===== src/tlqs_pkg.sv =====
// Package of shared types and codes for the three-level queue scheduler.
`timescale 1ns / 1ps
package tlqs_pkg;

   typedef enum logic [1:0] {
      REQ_ENQUEUE  = 2'd0,
      REQ_DEQUEUE  = 2'd1,
      REQ_REQUEUE  = 2'd2,
      REQ_RESERVED = 2'd3
   } req_code_type;

   typedef enum logic [1:0] {
      ST_DONE    = 2'd0,
      ST_FULL    = 2'd1,
      ST_EMPTY   = 2'd2,
      ST_IGNORED = 2'd3
   } status_type;

   localparam logic [1:0] LVL_NONE   = 2'd0;
   localparam logic [1:0] LVL_HIGH   = 2'd1;
   localparam logic [1:0] LVL_NORMAL = 2'd2;
   localparam logic [1:0] LVL_LOW    = 2'd3;

   localparam logic [1:0] PRIO_HIGH   = 2'd1;
   localparam logic [1:0] PRIO_NORMAL = 2'd2;
   localparam logic [1:0] PRIO_LOW    = 2'd3;

   localparam int NUM_QUEUES = 3;
   localparam int Q_HIGH     = 0;
   localparam int Q_NORMAL   = 1;
   localparam int Q_LOW      = 2;

   // Occupancy flags of the three rings, bit 0 is the high queue.
   typedef struct packed {
      logic [NUM_QUEUES-1:0] full;
      logic [NUM_QUEUES-1:0] empty;
   } qstat_type;

   // One-hot push and pop strobes towards the rings.
   typedef struct packed {
      logic [NUM_QUEUES-1:0] push;
      logic [NUM_QUEUES-1:0] pop;
   } qcmd_type;

endpackage


===== src/tlqs_ring.sv =====
// Ring buffer of process ids with head pointer, fill count and registered read.
`timescale 1ns / 1ps
module tlqs_ring #(
   parameter int DEPTH = 16
) (
   input  logic       clock,
   input  logic       reset,
   input  logic       push,
   input  logic       pop,
   input  logic [7:0] push_id,
   output logic       full,
   output logic       empty,
   output logic [7:0] rd_data
);
   localparam int PW = (DEPTH > 1) ? $clog2(DEPTH) : 1;
   localparam int CW = $clog2(DEPTH + 1);

   logic [7:0]    mem [DEPTH];
   logic [PW-1:0] head_ff, head_in;
   logic [CW-1:0] count_ff, count_in;
   logic [7:0]    rd_data_ff;
   logic [CW:0]   tail_sum;
   logic [PW-1:0] tail;

   // Wrap head plus count back into the ring.
   always_comb begin
      tail_sum = (CW+1)'(head_ff) + (CW+1)'(count_ff);
      if (tail_sum >= (CW+1)'(DEPTH)) begin
         tail_sum = tail_sum - (CW+1)'(DEPTH);
      end
      tail = tail_sum[PW-1:0];
   end

   always_comb begin
      head_in  = head_ff;
      count_in = count_ff;
      if (push) begin
         count_in = count_ff + CW'(1);
      end else if (pop) begin
         count_in = count_ff - CW'(1);
         if (head_ff == PW'(DEPTH - 1)) begin
            head_in = '0;
         end else begin
            head_in = head_ff + PW'(1);
         end
      end
   end

   always_ff @(posedge clock) begin
      if (reset) begin
         head_ff  <= '0;
         count_ff <= '0;
      end else begin
         head_ff  <= head_in;
         count_ff <= count_in;
      end
   end

   always_ff @(posedge clock) begin
      if (push) begin
         mem[tail] <= push_id;
      end
      if (pop) begin
         rd_data_ff <= mem[head_ff];
      end
   end

   assign full    = (count_ff == CW'(DEPTH));
   assign empty   = (count_ff == '0);
   assign rd_data = rd_data_ff;

endmodule


===== src/tlqs_ctrl.sv =====
// Request decoder: picks the queue, the push or pop strobe and the status.
`timescale 1ns / 1ps
module tlqs_ctrl (
   input  logic [1:0]         req_type,
   input  logic [1:0]         priority_req,
   input  logic               still_running,
   input  tlqs_pkg::qstat_type qstat,
   output tlqs_pkg::qcmd_type  qcmd,
   output logic [1:0]         status,
   output logic [1:0]         level,
   output logic               is_deq
);
   import tlqs_pkg::*;

   always_comb begin
      qcmd   = '0;
      status = ST_IGNORED;
      level  = LVL_NONE;
      is_deq = 1'b0;
      case (req_type)
         REQ_ENQUEUE: begin
            if (priority_req == PRIO_HIGH && !qstat.full[Q_HIGH]) begin
               qcmd.push[Q_HIGH] = 1'b1;
               status            = ST_DONE;
               level             = LVL_HIGH;
            end else if (priority_req == PRIO_NORMAL && !qstat.full[Q_NORMAL]) begin
               qcmd.push[Q_NORMAL] = 1'b1;
               status              = ST_DONE;
               level               = LVL_NORMAL;
            end else if (!qstat.full[Q_LOW]) begin
               qcmd.push[Q_LOW] = 1'b1;
               status           = ST_DONE;
               level            = LVL_LOW;
            end else begin
               status = ST_FULL;
            end
         end
         REQ_DEQUEUE: begin
            is_deq = 1'b1;
            if (!qstat.empty[Q_HIGH]) begin
               qcmd.pop[Q_HIGH] = 1'b1;
               status           = ST_DONE;
               level            = LVL_HIGH;
            end else if (!qstat.empty[Q_NORMAL]) begin
               qcmd.pop[Q_NORMAL] = 1'b1;
               status             = ST_DONE;
               level              = LVL_NORMAL;
            end else if (!qstat.empty[Q_LOW]) begin
               qcmd.pop[Q_LOW] = 1'b1;
               status          = ST_DONE;
               level           = LVL_LOW;
            end else begin
               status = ST_EMPTY;
            end
         end
         REQ_REQUEUE: begin
            if (still_running && (priority_req inside {PRIO_NORMAL, PRIO_LOW})) begin
               if (priority_req == PRIO_NORMAL) begin
                  if (qstat.full[Q_NORMAL]) begin
                     status = ST_FULL;
                  end else begin
                     qcmd.push[Q_NORMAL] = 1'b1;
                     status              = ST_DONE;
                     level               = LVL_NORMAL;
                  end
               end else begin
                  if (qstat.full[Q_LOW]) begin
                     status = ST_FULL;
                  end else begin
                     qcmd.push[Q_LOW] = 1'b1;
                     status           = ST_DONE;
                     level            = LVL_LOW;
                  end
               end
            end
         end
         default: begin
            status = ST_IGNORED;
         end
      endcase
   end

endmodule


===== src/three_level_queue_scheduler.sv =====
// Top level of the three-level queue scheduler: request register, rings, result register.
// Path: an accepted request word goes through the request register to the result register.
// Throughput: one request word per cycle while rsp_stall is low, set by the single pass
//   through the decoder and the one push or pop that each ring performs per cycle.
// Reset: synchronous, active high; empties all three queues and drops any held word.
// Queue contents are not cleared; the fill counts guard every read.
`timescale 1ns / 1ps
module three_level_queue_scheduler #(
   parameter int QUEUE_DEPTH = 16
) (
   input  logic       clock,
   input  logic       reset,
   input  logic       req_valid,
   output logic       req_stall,
   input  logic [1:0] req_type,
   input  logic [7:0] req_proc_id,
   input  logic [1:0] req_priority_req,
   input  logic       req_still_running,
   output logic       rsp_valid,
   input  logic       rsp_stall,
   output logic [1:0] rsp_status,
   output logic [1:0] rsp_level,
   output logic [7:0] rsp_out_proc_id
);
   import tlqs_pkg::*;

   // Request register: hold the accepted word until the result stage can take it.
   logic       s1_valid_ff, s1_valid_in;
   logic [1:0] s1_type_ff;
   logic [7:0] s1_id_ff;
   logic [1:0] s1_prio_ff;
   logic       s1_run_ff;

   // Result register.
   logic       rsp_valid_ff, rsp_valid_in;
   logic [1:0] rsp_status_ff;
   logic [1:0] rsp_level_ff;
   logic       rsp_deq_ff;

   logic       req_accept;
   logic       advance;

   qstat_type  qstat;
   qcmd_type   qcmd;
   qcmd_type   qcmd_gated;
   logic [1:0] dec_status;
   logic [1:0] dec_level;
   logic       dec_is_deq;
   logic [7:0] rd_data [NUM_QUEUES];

   // Advance the request word whenever the result register is free or being drained.
   assign advance     = s1_valid_ff && (!rsp_valid_ff || !rsp_stall);
   assign req_stall   = s1_valid_ff && !advance;
   assign req_accept  = req_valid && !req_stall;
   assign s1_valid_in = req_accept || (s1_valid_ff && !advance);
   assign rsp_valid_in = advance || (rsp_valid_ff && rsp_stall);

   always_ff @(posedge clock) begin
      if (reset) begin
         s1_valid_ff  <= 1'b0;
         rsp_valid_ff <= 1'b0;
      end else begin
         s1_valid_ff  <= s1_valid_in;
         rsp_valid_ff <= rsp_valid_in;
      end
   end

   // Payload registers carry no reset.
   always_ff @(posedge clock) begin
      if (req_accept) begin
         s1_type_ff <= req_type;
         s1_id_ff   <= req_proc_id;
         s1_prio_ff <= req_priority_req;
         s1_run_ff  <= req_still_running;
      end
      if (advance) begin
         rsp_status_ff <= dec_status;
         rsp_level_ff  <= dec_level;
         rsp_deq_ff    <= dec_is_deq;
      end
   end

   tlqs_ctrl u_ctrl (
      .req_type      (s1_type_ff),
      .priority_req  (s1_prio_ff),
      .still_running (s1_run_ff),
      .qstat         (qstat),
      .qcmd          (qcmd),
      .status        (dec_status),
      .level         (dec_level),
      .is_deq        (dec_is_deq)
   );

   // Commit the queue update only on the edge the word moves to the result register.
   assign qcmd_gated = advance ? qcmd : '0;

   // One ring per level; a popped head lands in the ring's read register
   // on the same edge the result word is loaded.
   for (genvar q = 0; q < NUM_QUEUES; q++) begin : g_ring
      tlqs_ring #(
         .DEPTH (QUEUE_DEPTH)
      ) u_ring (
         .clock   (clock),
         .reset   (reset),
         .push    (qcmd_gated.push[q]),
         .pop     (qcmd_gated.pop[q]),
         .push_id (s1_id_ff),
         .full    (qstat.full[q]),
         .empty   (qstat.empty[q]),
         .rd_data (rd_data[q])
      );
   end

   // Select the popped id by level; drive zero for anything but a successful dequeue.
   always_comb begin
      rsp_out_proc_id = 8'd0;
      if (rsp_deq_ff) begin
         case (rsp_level_ff)
            LVL_HIGH:   rsp_out_proc_id = rd_data[Q_HIGH];
            LVL_NORMAL: rsp_out_proc_id = rd_data[Q_NORMAL];
            LVL_LOW:    rsp_out_proc_id = rd_data[Q_LOW];
            default:    rsp_out_proc_id = 8'd0;
         endcase
      end
   end

   assign rsp_valid  = rsp_valid_ff;
   assign rsp_status = rsp_status_ff;
   assign rsp_level  = rsp_level_ff;

endmodule


===== config.mk =====
export PLATFORM = sky130hd
export DESIGN_NAME = three_level_queue_scheduler
export DESIGN_NICKNAME = d
export VERILOG_FILES = /design/src/tlqs_pkg.sv /design/src/tlqs_ring.sv /design/src/tlqs_ctrl.sv /design/src/three_level_queue_scheduler.sv
export SDC_FILE = /design/constraint.sdc
export NUM_CORES = 1
export LEC_CHECK = 0
export ABC_CLOCK_PERIOD_IN_PS = 4300
export BUFFER_PORTS_ARGS = -buffer_cell sky130_fd_sc_hd__buf_2
export CORE_MARGIN = 1.5
export CORE_UTILIZATION = 62
export CTS_CLUSTER_SIZE = 16
export DETAILED_ROUTE_END_ITERATION = 16
export PLACE_DENSITY = 0.8
export SLEW_MARGIN = 30
export SYNTH_ARGS = -nofsm -noshare
export SYNTH_HDL_FRONTEND = slang
export SYNTH_SLANG_ARGS = --single-unit

===== constraint.sdc =====
create_clock -name clock -period 4.3 [get_ports clock]
set_input_delay 0.215 -clock clock [delete_from_list [all_inputs] [get_ports clock]]
set_output_delay 0.215 -clock clock [all_outputs]
set_load 0.02 [all_outputs]

==> results of run 1 <==
[critical path, delay by kind of cell, from the launching register on]
family	cells	cell delay, ns
AOI/OAI and AO/OA	5	1.31
adders and majority gates	1	0.37
muxes	1	0.37
DFF	1	0.40
and+or+nand+nor	3	0.99
[area by class of cell]
class                      instances  area [um^2]  area share
inverter                          19         71.3     0.00344
sequential                       455        13400       0.645
clock buffer                      58         1200      0.0581
clock inverter                    22          253      0.0122
multi-input combinational        437         4890       0.236
timing repair buffer              63          435      0.0210
tap                              390          488      0.0235
[how the worst max path moves through the flow]
stage                                 start                      endpoint  cells past startpoint
2_1_floorplan  g_ring[1].u_ring.count_ff[1]  g_ring[2].u_ring.count_ff[4]                     11
3_3_place_gp   g_ring[1].u_ring.count_ff[1]  g_ring[2].u_ring.count_ff[4]                     10
3_5_place_dp   g_ring[1].u_ring.count_ff[1]  g_ring[2].u_ring.count_ff[4]                     10
4_1_cts        g_ring[1].u_ring.count_ff[1]  g_ring[2].u_ring.count_ff[4]                     10
5_1_grt        g_ring[1].u_ring.count_ff[1]  g_ring[2].u_ring.count_ff[4]                     10
6_report       g_ring[1].u_ring.count_ff[1]  g_ring[2].u_ring.count_ff[4]                     10
[logic make-up (layout without fill, tap and decap cells)]
group	after synthesis	count (layout)	synth area share
flops	455	455	0.722
simple gates	161	161	0.0433
mux	138	138	0.156
compound gates	85	85	0.0314
buf+inv	64	162	0.0140
fa+ha+maj	27	27	0.0207
xor+xnor	26	26	0.0123
[cell usage in the layout (no fill, tap or decap), types with 6 or more instances in the layout]
master,Yosys,final
edfxtp_1,426,426
mux4_2,120,120
nor2_1,65,64
clkbuf_16,0,45
nand2_1,31,31
buf_2,9,30
dfxtp_1,29,26
a21oi_1,24,24
ha_1,21,21
buf_4,0,18
xnor2_1,16,16
inv_1,15,15
dlygate4sd3_1,0,15
nor2b_1,15,14
xor2_1,10,10
clkbuf_1,32,10
nand3_1,9,9
mux2_2,8,8
a22oi_1,8,8
mux2i_1,8,8
clkinv_1,0,8
a21o_1,7,7
clkinv_2,0,7
a211oi_1,6,6
nor4_1,6,6
o21ai_1,6,6
a31oi_1,6,6
fa_1,6,6
bufinv_16,0,6
[layer usage]
| layer | global-route usage | vias up | part of all wire |
|---|---|---|---|
| met1 | 0.369 | 4817 | 0.40 |
| met2 | 0.425 | 459 | 0.50 |
| met4 | 0.0726 | 0 | 0.024 |
| met5 | 0 | - | 0 |
| li1 | - | 4016 | - |
| met3 | 0.0442 | 69 | 0.077 |
[power breakdown]
part           total, mW  internal, mW  switching, mW  leakage [nW]
logic              0.403         0.146          0.256          1.83
registers           4.91          4.87         0.0358          4.08
clock network       3.89          2.33           1.57         0.713
[state kept, by name, indices dropped and copies added (netlist names), 2 cells and up]
signal                  flops
s1_type_ff                  2
s1_prio_ff                  2
s1_id_ff                    8
g_ring.u_ring.head_ff      12
rsp_status                  2
rsp_level                   2
g_ring.u_ring.mem         384
g_ring.u_ring.rd_data      24
g_ring.u_ring.count_ff     15
[per-stage QoR]
| step | hold slack [ns] | utilization |
|---|---|---|
| after detailed placement | 0.394 | 0.647 |
| after CTS | 0.144 | 0.701 |
| final | 0.144 | 0.701 |
| after global routing | 0.187 | 0.701 |
| after floorplan | 0.314 | - |
| after global placement | 0.393 | 0.647 |
==> run metrics, run 1 <==
Worst setup EP type flip-flop; Cells after DPL 1,349; CP max-delay cell or4_1; number of distinct library cells after synthesis 58; Final Total Pwr 9.20 mW; Layout Cells excl Fill 1,444; initial antenna violation count 0; max_slew headroom 0.400; layout cells sized above 1 0.242; via count 9,361; hpwl dp 22,400 um; Synth area leader edfxtp_1; Final setup viols 0; Initial DRT Pass Iterations 5; Yosys reg bits 455; CTS Root Buffer Type clkbuf_16; pin count of the biggest net entering global routing 49; routability cong. 0.895; Worst Hold Path Cells 2; Starting Density 0.627; CTS tree done; fillers 1,722; ys flop type edfxtp_1; Final Slew Violations 0; CP arrival 3.99 ns; hold endpoint rsp_valid; sequential fraction of the synthesis area 0.722; wire per inst 26.8 um; Post-CTS Setup Bufs 0; Worst setup SP type flip-flop; Ant. Diodes 0; die width 176 um; IO Count 31; synthesized area 18,500 um^2; worst hold path class in2reg; vias per inst 6.48; Area Overhead vs Synth 11.9%; Reg-to-Reg Start g_ring[1].u_ring.count_ff[1]; Die Ht 176 um; Mapped Cells 956; Leak 6.62 nW; Bufs on Longest Clock Path 3; critical path class reg2reg; synth warn 0; Hold Fails Final Rpt 0; R2R Setup Slk 0.74 ns; Reg2Reg Depth 10; TritonCTS Buffers 44; Die Area 30,900 um^2; Peak Freq 281 MHz; Setup TNS 0 ns; Port-buffer cells 30; CTS H-tree depth 2; clock slew at reported path FFs 0.07 ns; worst stage delay on the critical path 0.65 ns; CP cell instances or4_1 > o211ai_1 > a31o_2 > nand2_1 > ha_1 > nor2b_1 > o21a_1 > o21a_1 > a211oi_1 > mux2_1; most frequent cell on the critical path o21a_1; pwr dens 444 nW/um^2; row cnt 63; hold_sp reset; Syn Area/Cell 19.4 um^2; Clock Latency Late Sink 0.55 ns; Clock Skew 0.0244 ns; peak supply drop 0.432 mV; clock sinks 455; max cap viols 0; Final nets 1,064; Synth area leaders edfxtp_1, mux4_2, dfxtp_1, ha_1, nor2_1; worst slack, placed 0.831 ns; status finished clean; Hold Buf Count CTS 15; worst-margin pin slew 0.897 ns; RSZ-0062 raised after global routing false; worst r2r dst g_ring[2].u_ring.count_ff[4]; Placed Area 19,100 um^2; cts repair resizes 0; all-layer global routing usage 0.260; top post-synthesis cells by count edfxtp_1, mux4_2, nor2_1, clkbuf_1, nand2_1; Req. time, crit path 4.73 ns; top-count cell post-synth edfxtp_1; GRT overflow 0; Synth Net Count 1,000; Post-synth EDFFs 426; core footprint 29,600 um^2; Worst Path Max Fanout 13; Synth top area share 0.691; final period utilization 0.828; DRC viols 0; Async S/R FF share, synth 0; Total Wirelength 38,700 um; antenna viol nets, final 0; setup slack after layout 0.740 ns; Iteration-0 DRC Markers 1,216; vias in the first global route 9,488; post-route cell area 20,700 um^2; global-route wire length before repair 58,600 um; crit path time final 3.56 ns
Note: power is estimated with default switching activity, not from simulation.
==> inputs of run 2 (changes only) <==
ABC_CLOCK_PERIOD_IN_PS = 3200   (was 4300)
CORE_UTILIZATION = 56   (was 62)
PLACE_DENSITY = 0.76   (was 0.8)
clock period = 3.2 ns   (was 4.3 ns; I/O delays follow)
==> run 2 against run 1 <==
  * Critical path type unchanged
  * Critical path depth unchanged
  * Cell count up 7.4%
  * Critical endpoint unchanged
  * Worst hold slack got worse by 0.063 ns
  * Combinational power increased by 41%
  * Highest routed layer unchanged
  * Flip-flop and latch count unchanged
  * Sequential share of layout area decreased by 1.5 points
  * Global-route usage shrank 2.1 points
  * First-iteration DRC count shrank 6.1%
  * Setup slack got worse by 0.60 ns
  * Fmax up 16%
  * Via count increased by 2.9%
==> run metrics, run 2 (same netlist as run 1, synthesis figures left out) <==
status finished clean; layout cells sized above 1 0.283 (+0.0412); CP cell instances or4_4 > o211ai_1 > a31o_2 > nand2_1 > ha_1 > nor2b_1 > o21a_1 > o21a_1 > a211oi_2 > mux2_1; Leak 6.91 nW (+4.4%); max_slew headroom 0.443 (+0.0430); clock slew at reported path FFs 0.07 ns (about the same); fillers 2,107 (+22%); Ant. Diodes 0 (unchanged); Post-CTS Setup Bufs 0 (unchanged); Final Slew Violations 0 (unchanged); CP max-delay cell or4_4; Clock Latency Late Sink 0.57 ns (+0.02 ns); Worst setup EP type flip-flop; most frequent cells in the layout edfxtp_1, mux4_2, buf_4, nor2_1, clkbuf_16; CP arrival 3.52 ns (-0.47 ns); Reg-to-Reg Start g_ring[1].u_ring.count_ff[2]; CTS Root Buffer Type clkbuf_16; most frequent cell on the critical path o21a_1; GRT overflow 0 (unchanged); Total Wirelength 39,100 um (+1.1%); crit path time final 3.06 ns (-0.496 ns); TritonCTS Buffers 45 (+2.3%); Worst Path Max Fanout 5 (-8); Final nets 1,119 (+5.2%); critical path class reg2reg; Iteration-0 DRC Markers 1,142 (-6.1%); peak supply drop 0.367 mV (-15%); max cap viols 0 (unchanged); worst stage delay on the critical path 0.54 ns (-0.11 ns); Hold Slack 0.0813 ns (-0.0632 ns); vias per inst 6.21 (-4.2%); final period utilization 0.957 (+0.129); R2R Setup Slk 0.14 ns (-0.60 ns); core footprint 32,500 um^2 (+10%); wire per inst 25.2 um (-5.8%); antenna viol nets, final 0 (unchanged); Starting Density 0.569 (-0.0573); row cnt 66 (+4.8%); DRC viols 0 (unchanged); RSZ-0062 raised after global routing false; Critical Path Source g_ring[1].u_ring.count_ff[2]; CTS tree done; Area Overhead vs Synth 14.6%; max reg flops 384 (unchanged); Most flops, register g_ring.u_ring.mem; Setup TNS 0 ns (unchanged); Worst setup SP type flip-flop; initial antenna violation count 0 (unchanged); Layout Cells excl Fill 1,551 (+7.4%); vias in the first global route 9,565 (+0.81%); worst-margin pin slew 0.833 ns (-0.0643 ns); Port-buffer cells 30 (unchanged); Req. time, crit path 3.65 ns (-1.08 ns); Peak Freq 326 MHz (+16%); pin count of the biggest net entering global routing 49 (unchanged); global-route wire length before repair 59,000 um (+0.76%); pwr dens 582 nW/um^2 (+31%); IO Count 31 (unchanged); Die Area 34,200 um^2 (+11%); CTS H-tree depth 2 (unchanged); hold_sp reset; Die Ht 185 um (+5.1%); all-layer global routing usage 0.239 (-0.0213); clock sinks 455 (unchanged); commonest non-fill, non-tap cell in the layout edfxtp_1; Final Total Pwr 12.3 mW (+34%); via count 9,633 (+2.9%); Cells after DPL 1,454 (+7.8%); die width 185 um (+5.1%); Final setup viols 0 (unchanged); CP delay by family, top compound AO/OA/AOI/OAI gates; worst hold path class in2reg; Buf+Inv Stages, Crit Path 0 (unchanged); Clock Skew 0.0304 ns (+0.00605 ns); Bufs on Longest Clock Path 3 (unchanged); hpwl dp 23,300 um (+3.7%); Initial DRT Pass Iterations 6 (+1); routability cong. 0.881 (-1.6%); Hold Fails Final Rpt 0 (unchanged)
[run 2: cell count changes in the layout (fill, tap and decap cells not counted), sizes merged]
| cell | change |
|---|---|
| buf | +54 |
| bufinv | -2 |
| clkbuf | +2 |
| clkinv | -4 |
| clkinvlp | +2 |
| inv | +3 |
[run 2: final cells by class]
type                       instances  area (um^2)  share of cell area
clock buffer                      60         1230              0.0582
sequential                       455        13400               0.630
inverter                          19         71.3             0.00336
clock inverter                    21          220              0.0104
multi-input combinational        437         4900               0.231
tap                              442          553              0.0261
timing repair buffer             117          861              0.0406
[run 2: timing repair]
item	in CTS	in global routing
gates resized for setup	0	2
endpoints found under the hold margin	15	0
endpoints found under the setup margin	0	2
hold buffers	15	0
[run 2: report_power, final]
part           total (mW)  switching [mW]  leakage, nW  internal, mW
registers            6.59          0.0428         4.08          6.54
logic               0.569           0.352         2.13         0.217
clock network        5.19            2.15        0.707          3.04
total                12.3            2.54         6.91          9.80
[run 2: routing by layer]
layer / up-vias / track usage / share of wire
met2: 451 / 0.369 / 0.47
met4: 0 / 0.0754 / 0.028
met5: - / 0 / 0
met1: 4980 / 0.354 / 0.42
li1: 4132 / - / -
met3: 70 / 0.0387 / 0.081
[run 2: worst reg2reg max path, cell delays in order (launching register included)]
cell and delay [ns]:
dfxtp_1 0.36, or4_4 0.54, o211ai_1 0.28, a31o_2 0.22
nand2_1 0.12, ha_1 0.36, nor2b_1 0.15, o21a_1 0.18
o21a_1 0.18, a211oi_2 0.23, mux2_1 0.35
[run 2: path summary, 6_finish.rpt]
kind                                                endpoint  depth (start not counted)
worst max-delay path            g_ring[2].u_ring.count_ff[4]                         10
worst min-delay path                               rsp_valid                          2
worst min register to register                     rsp_valid                          2
worst max register to register  g_ring[2].u_ring.count_ff[4]                         10
[run 2: per-stage QoR]
step                worst slack [ns]  area, um^2  utilization
floorplan                     0.0237       18500            -
global placement               0.214       19600        0.602
detailed placement             0.143       19600        0.602
CTS                            0.139       21200        0.651
global route                 0.00461       21200        0.652
finish                         0.136       21200        0.652
==> inputs of run 3 (changes only) <==
RECOVER_POWER = 100   (was unset)
==> run 3 against run 2 <==
  * The run now ends with capacitance limit, slew limit left
  * Die area unchanged
  * Largest cell class unchanged
  * Flip-flop and latch count unchanged
  * Design area down 1.1%
  * Setup slack better by 0.020 ns
  * Utilization down 0.73 points
  * Worst hold slack better by 0.0051 ns
==> run metrics, run 3 (same netlist as run 1, synthesis figures left out) <==
antenna viol nets, final 0 (unchanged); TritonCTS Buffers 45 (unchanged); critical path class reg2reg; final core occ 0.645 (-0.00731); final period utilization 0.951 (-0.00611); Die Ht 185 um (unchanged); Bufs on Longest Clock Path 3 (unchanged); row cnt 66 (unchanged); Final Slew Violations 343 (+343); Clock Skew 0.0250 ns (-0.00542 ns); crit path time final 3.04 ns (-0.0196 ns); Worst setup EP type flip-flop; Combinational Power Share 0.044 (-0.002); Post-CTS Setup Bufs 0 (unchanged); Most flops, register g_ring.u_ring.mem; CTS H-tree depth 2 (unchanged); Hold Fails Final Rpt 0 (unchanged); worst-margin pin slew 2.60 ns (+1.76 ns); core footprint 32,500 um^2 (unchanged); Final nets 1,119 (unchanged); GRT overflow 0 (unchanged); CTS tree done; Seq pwr share 0.535 (about the same); worst hold path class in2reg; Cells after DPL 1,454 (unchanged); clock slew at reported path FFs 0.07 ns (about the same); Worst setup SP type flip-flop; Clock Latency Late Sink 0.56 ns (about the same); Critical Path Source g_ring[1].u_ring.count_ff[2]; Final setup viols 0 (unchanged); wire per inst 25.2 um (about the same); Int Power 9.80 mW (about the same); max cap viols 7 (+7); CTS Root Buffer Type clkbuf_16; Port-buffer cells 30 (unchanged); Iteration-0 DRC Markers 1,140 (-0.18%); Die Area 34,200 um^2 (unchanged); all-layer global routing usage 0.239 (unchanged); peak supply drop 0.357 mV (-2.8%); Sw Share 0.206 (about the same); Ant. Diodes 0 (unchanged); die width 185 um (unchanged); violated checks capacitance limit, slew limit; Starting Density 0.569 (unchanged); clock sinks 455 (unchanged); clock network fraction of total power 0.421 (about the same); vias in the first global route 9,565 (unchanged); DRC viols 0 (unchanged); global-route wire length before repair 59,000 um (unchanged); max_slew headroom -0.731 (-1.17); Req. time, crit path 3.65 ns (about the same); Initial DRT Pass Iterations 5 (-1); NetSw 2.54 mW (-0.15%); hpwl dp 23,300 um (unchanged); Layout Cells excl Fill 1,551 (unchanged); Worst Path Max Fanout 5 (unchanged); Setup TNS 0 ns (unchanged); Total Wirelength 39,100 um (about the same); routability cong. 0.881 (unchanged); commonest non-fill, non-tap cell in the layout edfxtp_1; hold_sp reset; most frequent cells in the layout edfxtp_1, mux4_2, clkbuf_1, nor2_1, clkbuf_16; RSZ-0062 raised after global routing false; max reg flops 384 (unchanged); vias per inst 6.23 (+0.24%); Area Overhead vs Synth 13.3%; Peak Freq 329 MHz (+0.64%); Reg-to-Reg Start g_ring[1].u_ring.count_ff[2]; via count 9,656 (+0.24%); fillers 2,180 (+3.5%); layout cells sized above 1 0.228 (-0.0550); CP arrival 3.49 ns (-0.03 ns); pwr dens 588 nW/um^2 (+1.0%); initial antenna violation count 0 (unchanged); pin count of the biggest net entering global routing 49 (unchanged); status finished with violations; Leak 6.67 nW (-3.5%); IO Count 31 (unchanged)
## run 3: cell types whose count changed in the layout (fill, tap and decap cells not counted), moves of 3 or more
cell      delta
clkbuf_2    +19
clkbuf_1    +54
buf_4       -55
o21ai_1      -4
o21ai_0      +4
buf_2       -17
o311ai_0     +3
o311ai_1     -3
## run 3: timing repair
item | 4_1_cts | 5_1_grt
hold buffers | 15 | 0
gates resized for setup | 0 | 2
endpoints found under the hold margin | 15 | 0
setup endpoints to repair | 0 | 2
## run 3: final cells by class
cell class,count,area [um^2],area share
Sequential cell,455,13400,0.638
Multi-Input combinational cell,437,4880,0.233
Clock buffer,60,1230,0.0589
Timing Repair Buffer,117,646,0.0308
Tap cell,442,553,0.0264
Clock inverter,21,220,0.0105
Inverter,19,71.3,0.00340
## run 3: path summary, 6_finish.rpt
kind / end / slack [ns] / depth (start not counted)
setup / recovery: g_ring[2].u_ring.count_ff[4] / 0.16 / 10
setup reg to reg: g_ring[2].u_ring.count_ff[4] / 0.16 / 10
hold / removal: rsp_valid / 0.09 / 2
hold reg to reg: rsp_valid / 0.50 / 2
## run 3: power by group through the flow
stage	Clock [mW]	Combinational, mW	Sequential, mW
floorplan	0	0.328	6.74
global placement	0	0.515	6.71
detailed placement	0	0.531	6.72
CTS	5.26	0.550	6.59
global route	5.49	0.596	6.60
finish	5.19	0.547	6.60
## run 3: worst max-delay path, stage by stage, from the launching register on
cell and delay, ns:
dfxtp_1 0.36, or4_4 0.53, o211ai_1 0.27, a31o_2 0.22, nand2_1 0.12, ha_1 0.36
nor2b_1 0.15, o21a_1 0.18, o21a_1 0.18, a211oi_2 0.23, mux2_1 0.35
## run 3: through the flow
step | worst slack, ns | area [um^2] | hold WS [ns] | total power [mW]
2_1_floorplan | 0.0237 | 18500 | 0.259 | 7.07
3_3_place_gp | 0.214 | 19600 | 0.342 | 7.23
3_5_place_dp | 0.143 | 19600 | 0.339 | 7.25
4_1_cts | 0.139 | 21200 | 0.0782 | 12.4
5_1_grt | 0.0226 | 21000 | 0.103 | 12.7
6_report | 0.156 | 21000 | 0.0864 | 12.3
## run 3: metal layers
layer	share of wire	up-vias	routed length, um	GRT usage
met5	0	-	0	0
met4	0.029	0	1140	0.0754
met3	0.081	68	3160	0.0387
met2	0.48	445	18600	0.369
met1	0.41	5012	16200	0.354
li1	-	4131	-	-
